### config.mk
export PLATFORM = sky130hd
export DESIGN_NAME = playfair_cipher_stream_flat
export DESIGN_NICKNAME = d
export VERILOG_FILES = /design/src/pfc_pkg.sv /design/src/pfc_in_if.sv /design/src/pfc_out_if.sv /design/src/pfc_ram.sv /design/src/pfc_ctrl.sv /design/src/playfair_cipher_stream.sv /design/src/flat_wrapper.sv
export SDC_FILE = /design/constraint.sdc
export NUM_CORES = 1
export LEC_CHECK = 0
export BUFFER_PORTS_ARGS = -buffer_cell sky130_fd_sc_hd__buf_2
export CAP_MARGIN = 10
export CELL_PAD_IN_SITES_DETAIL_PLACEMENT = 1
export CELL_PAD_IN_SITES_GLOBAL_PLACEMENT = 2
export CORE_MARGIN = 3
export CORE_UTILIZATION = 49
export DETAILED_ROUTE_END_ITERATION = 16
export PLACE_DENSITY_LB_ADDON = 0.1
export SLEW_MARGIN = 5
export SYNTH_ARGS = -nofsm -noshare
export SYNTH_HDL_FRONTEND = slang
export SYNTH_SLANG_ARGS = --single-unit
### constraint.sdc
create_clock -name clk -period 12.5 [get_ports clk]
set_clock_uncertainty 0.2 [all_clocks]
set_input_delay 1.875 -clock clk [delete_from_list [all_inputs] [get_ports clk]]
set_output_delay 1.875 -clock clk [all_outputs]
set_load 0.01 [all_outputs]
### src/pfc_pkg.sv
// ----------------------------------------------------------------------------
// Playfair cipher stream package
// Shared constants, command codes, memory request and status types, and the
// small grid arithmetic helpers used by the controller.
// ----------------------------------------------------------------------------
package pfc_pkg;

  localparam int LETTER_W   = 5;
  localparam int CELL_W     = 5;
  localparam int GRID_CELLS = 25;
  localparam int ALPHABET   = 26;

  localparam logic [LETTER_W-1:0] LETTER_I      = 5'd8;
  localparam logic [LETTER_W-1:0] LETTER_J      = 5'd9;
  localparam logic [LETTER_W-1:0] LETTER_X      = 5'd23;
  localparam logic [LETTER_W-1:0] LETTER_LAST   = 5'd25;
  localparam logic [LETTER_W-1:0] ALPHABET_SIZE = 5'd26;
  localparam logic [CELL_W-1:0]   CELLS_FULL    = 5'd25;

  typedef enum logic [1:0] {
    CMD_BEGIN_KEY  = 2'd0,
    CMD_KEY_LETTER = 2'd1,
    CMD_KEY_END    = 2'd2,
    CMD_TEXT       = 2'd3
  } cmd_t;

  typedef struct packed {
    logic        we;
    logic [4:0]  waddr;
    logic [4:0]  wdata;
    logic        re;
    logic [4:0]  raddr;
  } ram_req_t;

  typedef struct packed {
    logic              busy;
    logic              held_valid;
    logic [CELL_W-1:0] fill;
  } pfc_status_t;

  function automatic logic [2:0] row_of(input logic [CELL_W-1:0] p);
    logic [2:0] r;
    if (p < 5'd5) begin
      r = 3'd0;
    end else if (p < 5'd10) begin
      r = 3'd1;
    end else if (p < 5'd15) begin
      r = 3'd2;
    end else if (p < 5'd20) begin
      r = 3'd3;
    end else begin
      r = 3'd4;
    end
    return r;
  endfunction

  function automatic logic [CELL_W-1:0] cell_of(input logic [2:0] r, input logic [2:0] c);
    return {r, 2'b00} + {2'b00, r} + {2'b00, c};
  endfunction

  function automatic logic [2:0] col_of(input logic [CELL_W-1:0] p, input logic [2:0] r);
    logic [CELL_W-1:0] t;
    t = p - cell_of(r, 3'd0);
    return t[2:0];
  endfunction

  function automatic logic [2:0] add_mod5(input logic [2:0] c, input logic [2:0] sh);
    logic [3:0] s;
    s = {1'b0, c} + {1'b0, sh};
    if (s >= 4'd5) begin
      s = s - 4'd5;
    end
    return s[2:0];
  endfunction

endpackage

### src/pfc_in_if.sv
// ----------------------------------------------------------------------------
// Playfair input channel
// Valid/ready channel that carries one command item.
// ----------------------------------------------------------------------------
interface pfc_in_if import pfc_pkg::*; ();
  logic                valid;
  logic                ready;
  logic [1:0]          command;
  logic [LETTER_W-1:0] letter;
  logic                last_letter;

  modport source(output valid, output command, output letter, output last_letter,
                 input ready);
  modport sink(input valid, input command, input letter, input last_letter,
               output ready);
endinterface

### src/pfc_out_if.sv
// ----------------------------------------------------------------------------
// Playfair output channel
// Valid/ready channel that carries one result letter item.
// ----------------------------------------------------------------------------
interface pfc_out_if import pfc_pkg::*; ();
  logic                valid;
  logic                ready;
  logic [LETTER_W-1:0] out_letter;
  logic                run_end;

  modport source(output valid, output out_letter, output run_end, input ready);
  modport sink(input valid, input out_letter, input run_end, output ready);
endinterface

### src/pfc_ram.sv
// ----------------------------------------------------------------------------
// Generic single-port-write RAM
// One write port and one read port with a registered, enabled read.
// ----------------------------------------------------------------------------
module pfc_ram #(
  parameter int WIDTH = 5,
  parameter int DEPTH = 32
) (
  input  logic                     clk,
  input  logic                     we,
  input  logic [$clog2(DEPTH)-1:0] waddr,
  input  logic [WIDTH-1:0]         wdata,
  input  logic                     re,
  input  logic [$clog2(DEPTH)-1:0] raddr,
  output logic [WIDTH-1:0]         rdata
);
  logic [WIDTH-1:0] mem [DEPTH];

  always_ff @(posedge clk) begin
    if (we) begin
      mem[waddr] <= wdata;
    end
    if (re) begin
      rdata <= mem[raddr];
    end
  end
endmodule

### src/pfc_ctrl.sv
// ----------------------------------------------------------------------------
// Playfair controller
// Key loading, digraph forming and the lookup sequence over the key grid
// and letter place memories, with the result register.
// ----------------------------------------------------------------------------
module pfc_ctrl import pfc_pkg::*; (
  input  logic              clk,
  input  logic              rst,
  input  logic              cfg_we,
  input  logic              cfg_data,
  pfc_in_if.sink            text_in,
  pfc_out_if.source         text_out,
  output ram_req_t          grid_req,
  input  logic [LETTER_W-1:0] grid_rdata,
  output ram_req_t          place_req,
  input  logic [CELL_W-1:0] place_rdata,
  output pfc_status_t       status
);
  typedef enum logic [2:0] {
    S_IDLE, S_KEY, S_PA, S_PB, S_GA, S_OA, S_OB
  } state_t;

  state_t                state;
  logic                  decrypt;
  logic [ALPHABET-1:0]   used;
  logic [CELL_W-1:0]     fill;
  logic [LETTER_W-1:0]   held_letter;
  logic                  held_valid;
  logic [LETTER_W-1:0]   walk;
  logic [LETTER_W-1:0]   pair_a;
  logic [LETTER_W-1:0]   pair_b;
  logic                  second;
  logic [LETTER_W-1:0]   second_letter;
  logic [CELL_W-1:0]     pa;
  logic [CELL_W-1:0]     gb;
  logic [LETTER_W-1:0]   out_letter;
  logic                  out_run_end;
  logic                  out_valid;

  logic                  fire;
  cmd_t                  cmd;
  logic [LETTER_W-1:0]   lt;
  logic                  lt_ok;
  logic                  place_active;
  logic [LETTER_W-1:0]   place_ch;
  logic                  place_hit;
  logic                  place_do;
  logic                  slot_free;
  logic [2:0]            sh;
  logic [2:0]            ra, ca, rb, cb;
  logic [CELL_W-1:0]     ga_c, gb_c;

  assign fire  = text_in.valid && text_in.ready;
  assign cmd   = cmd_t'(text_in.command);
  assign lt    = (text_in.letter == LETTER_J) ? LETTER_I : text_in.letter;
  assign lt_ok = lt < ALPHABET_SIZE;

  assign text_in.ready       = (state == S_IDLE);
  assign text_out.valid      = out_valid;
  assign text_out.out_letter = out_letter;
  assign text_out.run_end    = out_run_end;
  assign slot_free           = !out_valid || text_out.ready;

  assign status.busy       = (state != S_IDLE);
  assign status.held_valid = held_valid;
  assign status.fill       = fill;

  always_comb begin
    place_active = ((state == S_KEY) && (walk != LETTER_J)) ||
                   (fire && (cmd == CMD_KEY_LETTER));
    place_ch     = (state == S_KEY) ? walk : lt;
    place_hit    = (place_ch < ALPHABET_SIZE) ? used[place_ch] : 1'b1;
    place_do     = place_active && !place_hit && (fill < CELLS_FULL);
  end

  always_comb begin
    sh = decrypt ? 3'd4 : 3'd1;
    ra = row_of(pa);
    ca = col_of(pa, ra);
    rb = row_of(place_rdata);
    cb = col_of(place_rdata, rb);
    priority if (ra == rb) begin
      ga_c = cell_of(ra, add_mod5(ca, sh));
      gb_c = cell_of(rb, add_mod5(cb, sh));
    end else if (ca == cb) begin
      ga_c = cell_of(add_mod5(ra, sh), ca);
      gb_c = cell_of(add_mod5(rb, sh), cb);
    end else begin
      ga_c = cell_of(ra, cb);
      gb_c = cell_of(rb, ca);
    end
  end

  always_comb begin
    grid_req.we     = place_do;
    grid_req.waddr  = fill;
    grid_req.wdata  = place_ch;
    grid_req.re     = 1'b0;
    grid_req.raddr  = ga_c;
    place_req.we    = place_do;
    place_req.waddr = place_ch;
    place_req.wdata = fill;
    place_req.re    = 1'b0;
    place_req.raddr = pair_a;
    unique case (state)
      S_PA: begin
        place_req.re = 1'b1;
      end
      S_PB: begin
        place_req.re    = 1'b1;
        place_req.raddr = pair_b;
      end
      S_GA: begin
        grid_req.re = 1'b1;
      end
      S_OA: begin
        grid_req.re    = slot_free;
        grid_req.raddr = gb;
      end
      default: begin
      end
    endcase
  end

  always_ff @(posedge clk) begin
    if (rst) begin
      state       <= S_IDLE;
      decrypt     <= 1'b0;
      used        <= '0;
      fill        <= '0;
      held_letter <= '0;
      held_valid  <= 1'b0;
      walk        <= '0;
      second      <= 1'b0;
      out_valid   <= 1'b0;
    end else begin
      if (cfg_we) begin
        decrypt <= cfg_data;
      end
      if (out_valid && text_out.ready) begin
        out_valid <= 1'b0;
      end
      if (place_do) begin
        used[place_ch] <= 1'b1;
        fill           <= fill + 5'd1;
      end
      unique case (state)
        S_IDLE: begin
          if (fire) begin
            unique case (cmd)
              CMD_BEGIN_KEY: begin
                used       <= '0;
                fill       <= '0;
                held_valid <= 1'b0;
              end
              CMD_KEY_LETTER: begin
              end
              CMD_KEY_END: begin
                walk  <= '0;
                state <= S_KEY;
              end
              CMD_TEXT: begin
                second        <= 1'b0;
                second_letter <= lt;
                priority if (lt_ok && !held_valid) begin
                  held_letter <= lt;
                  held_valid  <= !text_in.last_letter;
                  pair_a      <= lt;
                  pair_b      <= LETTER_X;
                  if (text_in.last_letter) begin
                    state <= S_PA;
                  end
                end else if (lt_ok && (lt == held_letter)) begin
                  pair_a     <= held_letter;
                  pair_b     <= LETTER_X;
                  second     <= text_in.last_letter;
                  held_valid <= !text_in.last_letter;
                  state      <= S_PA;
                end else if (lt_ok) begin
                  pair_a     <= held_letter;
                  pair_b     <= lt;
                  held_valid <= 1'b0;
                  state      <= S_PA;
                end else if (text_in.last_letter && held_valid) begin
                  pair_a     <= held_letter;
                  pair_b     <= LETTER_X;
                  held_valid <= 1'b0;
                  state      <= S_PA;
                end else begin
                end
              end
            endcase
          end
        end
        S_KEY: begin
          walk <= walk + 5'd1;
          if (walk == LETTER_LAST) begin
            state <= S_IDLE;
          end
        end
        S_PA: begin
          state <= S_PB;
        end
        S_PB: begin
          pa    <= place_rdata;
          state <= S_GA;
        end
        S_GA: begin
          gb    <= gb_c;
          state <= S_OA;
        end
        S_OA: begin
          if (slot_free) begin
            out_letter  <= grid_rdata;
            out_run_end <= 1'b0;
            out_valid   <= 1'b1;
            state       <= S_OB;
          end
        end
        S_OB: begin
          if (slot_free) begin
            out_letter  <= grid_rdata;
            out_run_end <= !second;
            out_valid   <= 1'b1;
            if (second) begin
              pair_a <= second_letter;
              pair_b <= LETTER_X;
              second <= 1'b0;
              state  <= S_PA;
            end else begin
              state <= S_IDLE;
            end
          end
        end
        default: begin
          state <= S_IDLE;
        end
      endcase
    end
  end
endmodule

### src/playfair_cipher_stream.sv
// ----------------------------------------------------------------------------
// Playfair cipher stream
// Playfair encryption and decryption over a 5x5 key grid held in memory.
// ----------------------------------------------------------------------------
// Begin key and key letter items are handled in the idle state. On key end
// the controller walks the alphabet one letter per cycle through
// the single write port of the grid and place memories, and takes no item
// meanwhile. A text letter item that closes no digraph is handled in the
// idle state; each digraph adds two place reads and two grid reads, each a
// registered read on the one read port of its memory, and waits while the
// output side stalls. Results leave through a register, so the next item is
// taken while the last result still waits.
module playfair_cipher_stream import pfc_pkg::*; (
  input  logic      clk,
  input  logic      rst,
  input  logic      cfg_we,
  input  logic      cfg_data,
  pfc_in_if.sink    text_in,
  pfc_out_if.source text_out
);
  ram_req_t            grid_req;
  ram_req_t            place_req;
  logic [LETTER_W-1:0] grid_rdata;
  logic [CELL_W-1:0]   place_rdata;
  pfc_status_t         status;

  pfc_ram #(
    .WIDTH(LETTER_W),
    .DEPTH(GRID_CELLS)
  ) u_grid_ram (
    .clk  (clk),
    .we   (grid_req.we),
    .waddr(grid_req.waddr),
    .wdata(grid_req.wdata),
    .re   (grid_req.re),
    .raddr(grid_req.raddr),
    .rdata(grid_rdata)
  );

  pfc_ram #(
    .WIDTH(CELL_W),
    .DEPTH(ALPHABET)
  ) u_place_ram (
    .clk  (clk),
    .we   (place_req.we),
    .waddr(place_req.waddr),
    .wdata(place_req.wdata),
    .re   (place_req.re),
    .raddr(place_req.raddr),
    .rdata(place_rdata)
  );

  pfc_ctrl u_ctrl (
    .clk        (clk),
    .rst        (rst),
    .cfg_we     (cfg_we),
    .cfg_data   (cfg_data),
    .text_in    (text_in),
    .text_out   (text_out),
    .grid_req   (grid_req),
    .grid_rdata (grid_rdata),
    .place_req  (place_req),
    .place_rdata(place_rdata),
    .status     (status)
  );

`ifndef SYNTHESIS
  a_fill_bound: assert property (@(posedge clk) disable iff (rst)
    status.fill <= CELLS_FULL)
    else $error("Key grid fill count exceeds the grid size.");

  a_begin_key_clears: assert property (@(posedge clk) disable iff (rst)
    text_in.valid && text_in.ready && (text_in.command == CMD_BEGIN_KEY)
    |=> (status.fill == '0) && !status.held_valid && !status.busy)
    else $error("Begin key item did not clear the key store.");

  a_key_letter_single: assert property (@(posedge clk) disable iff (rst)
    text_in.valid && text_in.ready && (text_in.command == CMD_KEY_LETTER)
    |=> !status.busy && (status.fill - $past(status.fill) <= 5'd1))
    else $error("Key letter item took more than one cycle or one cell.");
`endif
endmodule

### src/flat_wrapper.sv
// flat-port wrapper written by rule: the top's interface ports become plain ports
module playfair_cipher_stream_flat import pfc_pkg::*;
  (clk, rst, cfg_we, cfg_data, text_in_valid, text_in_command, text_in_letter, text_in_last_letter, text_in_ready, text_out_valid, text_out_out_letter, text_out_run_end, text_out_ready);
  pfc_in_if text_in_i ();
  pfc_out_if text_out_i ();
  input  logic clk;
  input  logic rst;
  input  logic cfg_we;
  input  logic cfg_data;
  input wire logic [$bits(text_in_i.valid)-1:0] text_in_valid;
  input wire logic [$bits(text_in_i.command)-1:0] text_in_command;
  input wire logic [$bits(text_in_i.letter)-1:0] text_in_letter;
  input wire logic [$bits(text_in_i.last_letter)-1:0] text_in_last_letter;
  output wire logic [$bits(text_in_i.ready)-1:0] text_in_ready;
  output wire logic [$bits(text_out_i.valid)-1:0] text_out_valid;
  output wire logic [$bits(text_out_i.out_letter)-1:0] text_out_out_letter;
  output wire logic [$bits(text_out_i.run_end)-1:0] text_out_run_end;
  input wire logic [$bits(text_out_i.ready)-1:0] text_out_ready;
  assign text_in_i.valid = text_in_valid;
  assign text_in_i.command = text_in_command;
  assign text_in_i.letter = text_in_letter;
  assign text_in_i.last_letter = text_in_last_letter;
  assign text_in_ready = text_in_i.ready;
  assign text_out_valid = text_out_i.valid;
  assign text_out_out_letter = text_out_i.out_letter;
  assign text_out_run_end = text_out_i.run_end;
  assign text_out_i.ready = text_out_ready;
  playfair_cipher_stream u_core (.clk(clk), .rst(rst), .cfg_we(cfg_we), .cfg_data(cfg_data), .text_in(text_in_i), .text_out(text_out_i));
endmodule
# == After elaboration in Yosys (flattened, before gate mapping) ==
# Memories as Yosys holds them, arrays and structs flattened. A register that Yosys moved wholly into a read port is not among the register bits.
# Cells that the tools add are included.
# totals
inputBits,14
word_cells,215
latchBits,0
mem_bits_rw,255
rom_bits,0
mem_count,2
ff_bits,79
out_inout_bits,8
# op_classes
mux,93
div_mod_pow,0
bitwise,2
n_addsub,22
order_cmp,17
n_mul,0
shifts,0
n_reduce_logical,36
eq_ne,27
# mem_list
memory,depth,word_bits,read_ports,rd_ports_with_merged_regs,write_ports,line,source
u_core.u_place_ram.mem,26,5,1,1,1,pfc_ram.sv:17,logic [WIDTH-1:0] mem [DEPTH];
u_core.u_grid_ram.mem,25,5,1,1,1,pfc_ram.sv:17,
# op_table
operator,n
two-way mux 5 bit,30
two-way mux 26 bit,4
two-way mux 3 bit,28
adder 5 x 3 -> 5 bit,10
case mux 5 bit (2 select lines),3
OR 26 bit,1
less-than comparator 5 bit (second input constant),5
case mux 3 bit (7 select lines),1
less-than comparator 5 x 4 -> 1 bit (second input constant),4
AND reduction 4 bit,5
two-way mux 1 bit,19
adder 3 x 3 -> 4 bit,4
greater-or-equal comparator 4 x 3 -> 1 bit (second input constant),4
AND reduction 7 bit,2
subtractor 3 bit (second input constant),4
adder 5 x 1 -> 5 bit (second input constant),2
logical AND 1 bit,10
less-than comparator 5 x 3 -> 1 bit (second input constant),2
equality test 3 bit (second input constant),3
inequality test 2 x 1 -> 1 bit (second input constant),4
case mux 1 bit (2 select lines),4
nonzero test 2 bit,4
equality test 3 x 2 -> 1 bit (second input constant),2
equality test 3 bit,2
28 further kinds,40

# == Depth between registers and ports, before layout ==
# depth
depth_word,15
depth_mapped,27
depth_no_buf,25

# == Modules after synthesis ==
# Synthesis repeated with hierarchy kept, for this count alone.
# hier_totals
cells_unflattened,1241
area_unflattened_um2,16507.1
# by_module_without_submodules
mod,seq_area_each_um2,n_inst,cells_per_inst,area_each_um2
pfc_ctrl,1891.8,1,655,5959.5
pfc_ram at u_core.u_place_ram,4053.9,1,314,5416.4
pfc_ram at u_core.u_grid_ram,3903.7,1,272,5131.2

# == Worst setup path after synthesis ==
# No wires, ideal clock.
# synth_path
path_kind,reg-to-reg
start,reg u_core.u_ctrl.pa[2]
end,"reg u_core.u_grid_ram.rdata[0], read port of u_core.u_grid_ram.mem (data pin)"
t_arrival_ns,5.455
period_less_slack_ns,5.924
setup_slack_ns,6.576
path_stages_with_launch,26
n_path_buf,2
setup_ns,0.269
required_time_ns,12.031
path_cell_list,edfxtp_1 -> clkbuf_2 -> o21ai_0 -> o21a_1 -> ha_1 -> fa_1 -> inv_1 -> ha_1 -> inv_1 -> ha_1 -> nor2b_1 -> o2bb2ai_1 -> a211oi_1 -> mux2_2 -> fa_1 -> and2_1 -> o21ai_0 -> xnor2_1 -> nand2_1 -> o32ai_1 -> a31o_2 -> or2_2 -> clkbuf_1 -> a2111oi_0 -> a211oi_1 -> nand4_1
# synth_between
elab_chain_cells,15
elab_cells_between_ends,30
classes_between,add/sub (10); order compare (6); eq/ne (2); mux (12)
# synth_rtl
item,line,source
from (decl),pfc_ctrl.sv:34,logic [CELL_W-1:0] pa;
from (signal assigned),pfc_ctrl.sv:205,pa <= place_rdata;
"parallel branches: the longest is 13 deep, another holds less-than comparator 5 bit",n/a,
two-way mux 5 bit (*),pfc_ctrl.sv:82,priority if (ra == rb) begin
two-way mux 5 bit (*),pfc_ctrl.sv:105,unique case (state)
to (decl),pfc_ram.sv:15,output logic [WIDTH-1:0] rdata
# Every way passes the cells marked *. The select of a mux whose other input is x is not followed.
# A chain may end at the register's enable or synchronous reset.

# == Final worst setup path ==
# layout_path
start,reg u_core.u_ctrl.pa[2]
end,"reg u_core.u_grid_ram.rdata[4], read port of u_core.u_grid_ram.mem (data pin)"
# The elaborated chain is that of the path after synthesis.

==> impl_summary.txt <==
----------------------------------------------------
[Yosys]
  Cell variety after synth ... 78
  Async SR Flop Fraction ... 0%
  Main area contributors after synthesis ... sky130_fd_sc_hd__edfxtp_1 (55%), sky130_fd_sc_hd__dfxtp_1 (5.9%), sky130_fd_sc_hd__mux4_2 (4.4%), sky130_fd_sc_hd__ha_1 (4.2%), sky130_fd_sc_hd__mux2i_1 (3.8%)
  Number of warning messages in the yosys log ... 0
  Post-synthesis net count ... 1332
  Number of enable-type register cells in the synthesized netlist ... 296
  Instance count of the mapped netlist ... 1254
  Most used flip-flop cell after synthesis ... sky130_fd_sc_hd__edfxtp_1
  Share of the synthesized area in the top cell type ... 54.8%
  Sequential fraction of the synthesis area ... 60.7%
  Cell type with the largest total area after synthesis ... sky130_fd_sc_hd__edfxtp_1
  Total standard cell area after synthesis ... 16200 sq um
  Synthesis-stage register bit count ... 344
  Avg Inst Size Synth ... 12.9 sq um

[Die]
  Starting density of the core ... approximately half
  I/O Pins ... 22
  Core area ... roughly 32000 sq um
  Die outline height ... 188 um
  Row count ... 65
  DIE WIDTH ... 188 um
  Total die area ... around 35000 sq um

[Global routing]
  Number of antenna violations at the first check in global routing ... 0
  Total congestion overflow ... 0
  Via count of the first global-routing pass ... 10634
  All-layer global routing usage ... 22.8%
  Maximum number of pins on one net before global-route repair ... 42
  GR Layer Usage met3 ... 2.54%
  GR Layer Usage met1 ... a little under a third
  Global-route track usage on met2 ... 39.4%
  Global-route wire length before repair ... 62800 um
  Most crowded layer after global routing ... met2

[Route]
  Routed length per placed instance ... 23.0 um
  Total Routed Length ... approximately 40000 um
  Number of nets with antenna violations after detailed routing ... 0
  First-pass iteration count of the detailed router ... 5
  Initial DRC count ... 769
  Via density per instance ... 5.83
  Vias ... 10116
  DRC errors left ... 0

[Worst setup path]
  Critical Path Start Type ... flip-flop
  Critical path required time ... 12.69 ns
  Element type at the critical path end ... flip-flop
  Data arrival time of the critical path ... 7.10 ns
  Largest fanout on the critical path ... 21
  WS Path Type ... flip-flop to flip-flop

[Timing]
  Setup slack of the critical path after layout ... roughly 5.6 ns
  Final critical delay including setup and external delays ... 6.91 ns
  Portion of the clock cycle consumed by the worst path in the final layout ... ~55%
  Final setup vio count ... 0
  Endpoints failing hold ... 0
  Number of slew-limit violations in the final report ... 0
  Setup TNS Final ... 0 ns
  Slew headroom ... between 10% and 20%
  Peak clock frequency supported by timing ... ~140 MHz
  Worst-margin pin slew ... 1.18 ns
  Setup repair after global routing missed its margin ... no

[Cells and area]
  Count of inserted antenna diode cells ... 0
  FILL cells ... 3219
  Nets ... 1349
  Final standard cell utilization of the core ... 56.0%
  Share of layout cells above drive strength 1 ... 12.5%
  Area growth from synthesis to final layout ... 10.7%

[CTS]
  Library cell used as clock root buffer ... sky130_fd_sc_hd__clkbuf_16
  Num Clock Sinks ... 344
  Register clock-pin slew on the reported worst setup and hold paths ... 0.06 ns
  Level count of the clock H-tree ... 2
  Buffer levels on the longest clock path ... 3
  Clock tree from TritonCTS ... built
  Buffers inserted during post-CTS setup optimization ... 0
  Post-cts sizing count ... 0
  Clock latency on the worst-skew pair ... 0.53 ns
  Hold-fix buffers, CTS ... 0
  Clock buffers created by TritonCTS ... 38

[Placed design]
  Placed wire-length estimate after detailed placement ... 27300 um
  Port bufs ... 21
  Setup slack after placement ... 5.46 ns
  Routability Congestion ... 0.816

[Power and ir drop]
  Total design power ... approximately 3.6 mW
  Total power density per cell area ... 202 nW/um^2
  Static power due to leakage ... approximately 6.4 nW
  IR Drop Worst-Case VDD ... 137 uV

[Run status]
  Result of the run ... finished, final reports clean

[Hold path]
  Min-delay worst type ... flip-flop to flip-flop

[Run]
  Total of max-cap violations ... 0

----------------------------------------------------
power by group:
part	total (mW)	switching (mW)	internal [mW]	leakage, nW
clock network	1.08	0.454	0.626	0.585
logic	1.22	0.785	0.437	2.65
registers	1.33	0.0191	1.31	3.17
total	3.63	1.26	2.37	6.40
layout make-up:
type | instances | area, sq um | share of cell area [%]
flip-flops and latches | 344 | 9850 | 54.9
clock buffers | 45 | 1020 | 5.68
repair buffers | 37 | 223 | 1.24
well taps | 435 | 544 | 3.03
inverters | 40 | 150 | 0.837
clock inverters | 25 | 185 | 1.03
multi-input cells | 810 | 5970 | 33.3
flip-flops by register name, indices dropped and copies added, names as in the netlist, 5 cells and up:
| register | cells |
|---|---|
| u_core.u_ctrl.second_letter | 5 |
| u_core.u_place_ram.rdata | 5 |
| u_core.u_ctrl.pair_b | 5 |
| u_core.u_ctrl.gb | 5 |
| u_core.u_ctrl.held_letter | 5 |
| u_core.u_ctrl.pair_a | 5 |
| u_core.u_ctrl.pa | 5 |
| u_core.u_place_ram.mem | 130 |
| u_core.u_ctrl.fill | 5 |
| u_core.u_ctrl.text_out.out_letter | 5 |
| u_core.u_ctrl.walk | 5 |
| u_core.u_grid_ram.mem | 125 |
| u_core.u_ctrl.used | 26 |
| u_core.u_grid_ram.rdata | 5 |
cell families after synthesis:
| kind of cell | after synthesis | synth area share [%] |
|---|---|---|
| XOR/XNOR | 48 | 2.77 |
| flip-flops | 344 | 60.7 |
| AND/OR/NAND/NOR | 399 | 11.2 |
| multiplexers | 109 | 9.31 |
| adder cells (fa/ha/maj) | 65 | 5.46 |
| AO/OA/AOI/OAI | 189 | 7.83 |
| buffers and inverters | 100 | 2.68 |
synth_stat cells (all sizes together), types with 3 or more instances:
master and n:
edfxtp 296, nand2 153, nor2 115, mux2i 62
o21ai 61, ha 54, dfxtp 48, nand3 40
clkbuf 39, inv 39, a21oi 36, mux4 32
xnor2 27, buf 21, xor2 19, nor3 18
nand4 16, mux2 15, nor2b 14, a211oi 12
a21o 11, fa 10, a31oi 9, nand3b 8
or3 8, a22oi 7, a32oi 7, a2111oi 6
o211ai 6, or2 5, and2 4, nand2b 4
nor4 4, o21a 4, a221oi 3, a2bb2oi 3
o2111ai 3, or3b 3
stage by stage:
step	hold slack, ns	area [sq um]	cells
6_report	0.222	17900	1736
3_5_place_dp	0.207	16700	1665
5_1_grt	0.253	17900	1736
2_1_floorplan	0.200	16200	1254
3_3_place_gp	0.201	16700	1665
4_1_cts	0.221	17900	1735
worst max-delay path, cell delays in order (launching register included):
cell and delay, ns:
sky130_fd_sc_hd__edfxtp_1 0.51, sky130_fd_sc_hd__o21ai_0 0.53, sky130_fd_sc_hd__o21a_1 0.41, sky130_fd_sc_hd__ha_1 0.23
sky130_fd_sc_hd__fa_1 0.48, sky130_fd_sc_hd__inv_1 0.19, sky130_fd_sc_hd__ha_1 0.27, sky130_fd_sc_hd__inv_1 0.08
sky130_fd_sc_hd__ha_1 0.16, sky130_fd_sc_hd__nor2b_1 0.17, sky130_fd_sc_hd__o2bb2ai_1 0.09, sky130_fd_sc_hd__a211oi_1 0.50
sky130_fd_sc_hd__mux2_2 0.44, sky130_fd_sc_hd__fa_1 0.52, sky130_fd_sc_hd__o41ai_1 0.58, sky130_fd_sc_hd__or2_2 0.54
sky130_fd_sc_hd__nand2_1 0.11, sky130_fd_sc_hd__a2111oi_0 0.51, sky130_fd_sc_hd__a211oi_1 0.13, sky130_fd_sc_hd__nand4_1 0.12
final timing paths:
check,start,depth (start not counted),slack [ns],endpoint
max reg2reg,u_core.u_ctrl.pa[2],19,5.59,u_core.u_grid_ram.rdata[4]
max,u_core.u_ctrl.pa[2],19,5.59,u_core.u_grid_ram.rdata[4]
min reg2reg,u_core.u_grid_ram.rdata[3],0,0.22,u_core.u_ctrl.text_out.out_letter[3]
min,u_core.u_grid_ram.rdata[3],0,0.22,u_core.u_ctrl.text_out.out_letter[3]
per-layer routing:
layer / part of all wire, % / routed length (um)
met5: 0 / 0
met4: 2.1 / 843
met3: 2.9 / 1180
met2: 50 / 20000
met1: 45 / 18000
cells in the final DEF, fill, tap and decap left out, types with 8 or more instances in the layout:
cell / instances
sky130_fd_sc_hd__nor2b_1: 14
sky130_fd_sc_hd__clkbuf_16: 39
sky130_fd_sc_hd__dfxtp_1: 48
sky130_fd_sc_hd__inv_1: 38
sky130_fd_sc_hd__mux4_2: 32
sky130_fd_sc_hd__xor2_1: 19
sky130_fd_sc_hd__nand2_1: 153
sky130_fd_sc_hd__nor2_1: 112
sky130_fd_sc_hd__fa_1: 10
sky130_fd_sc_hd__nor3_1: 17
sky130_fd_sc_hd__buf_4: 15
sky130_fd_sc_hd__ha_1: 54
sky130_fd_sc_hd__a21o_1: 11
sky130_fd_sc_hd__a31oi_1: 8
sky130_fd_sc_hd__xnor2_1: 27
sky130_fd_sc_hd__nand3b_1: 8
sky130_fd_sc_hd__nand3_1: 39
sky130_fd_sc_hd__mux2i_1: 59
sky130_fd_sc_hd__nand4_1: 15
sky130_fd_sc_hd__edfxtp_1: 296
sky130_fd_sc_hd__clkinv_1: 15
sky130_fd_sc_hd__o21ai_0: 57
sky130_fd_sc_hd__or3_1: 8
sky130_fd_sc_hd__a21oi_1: 35
sky130_fd_sc_hd__a211oi_1: 10
sky130_fd_sc_hd__buf_2: 21
sky130_fd_sc_hd__mux2_2: 14
(Power assumes the default switching activity.)
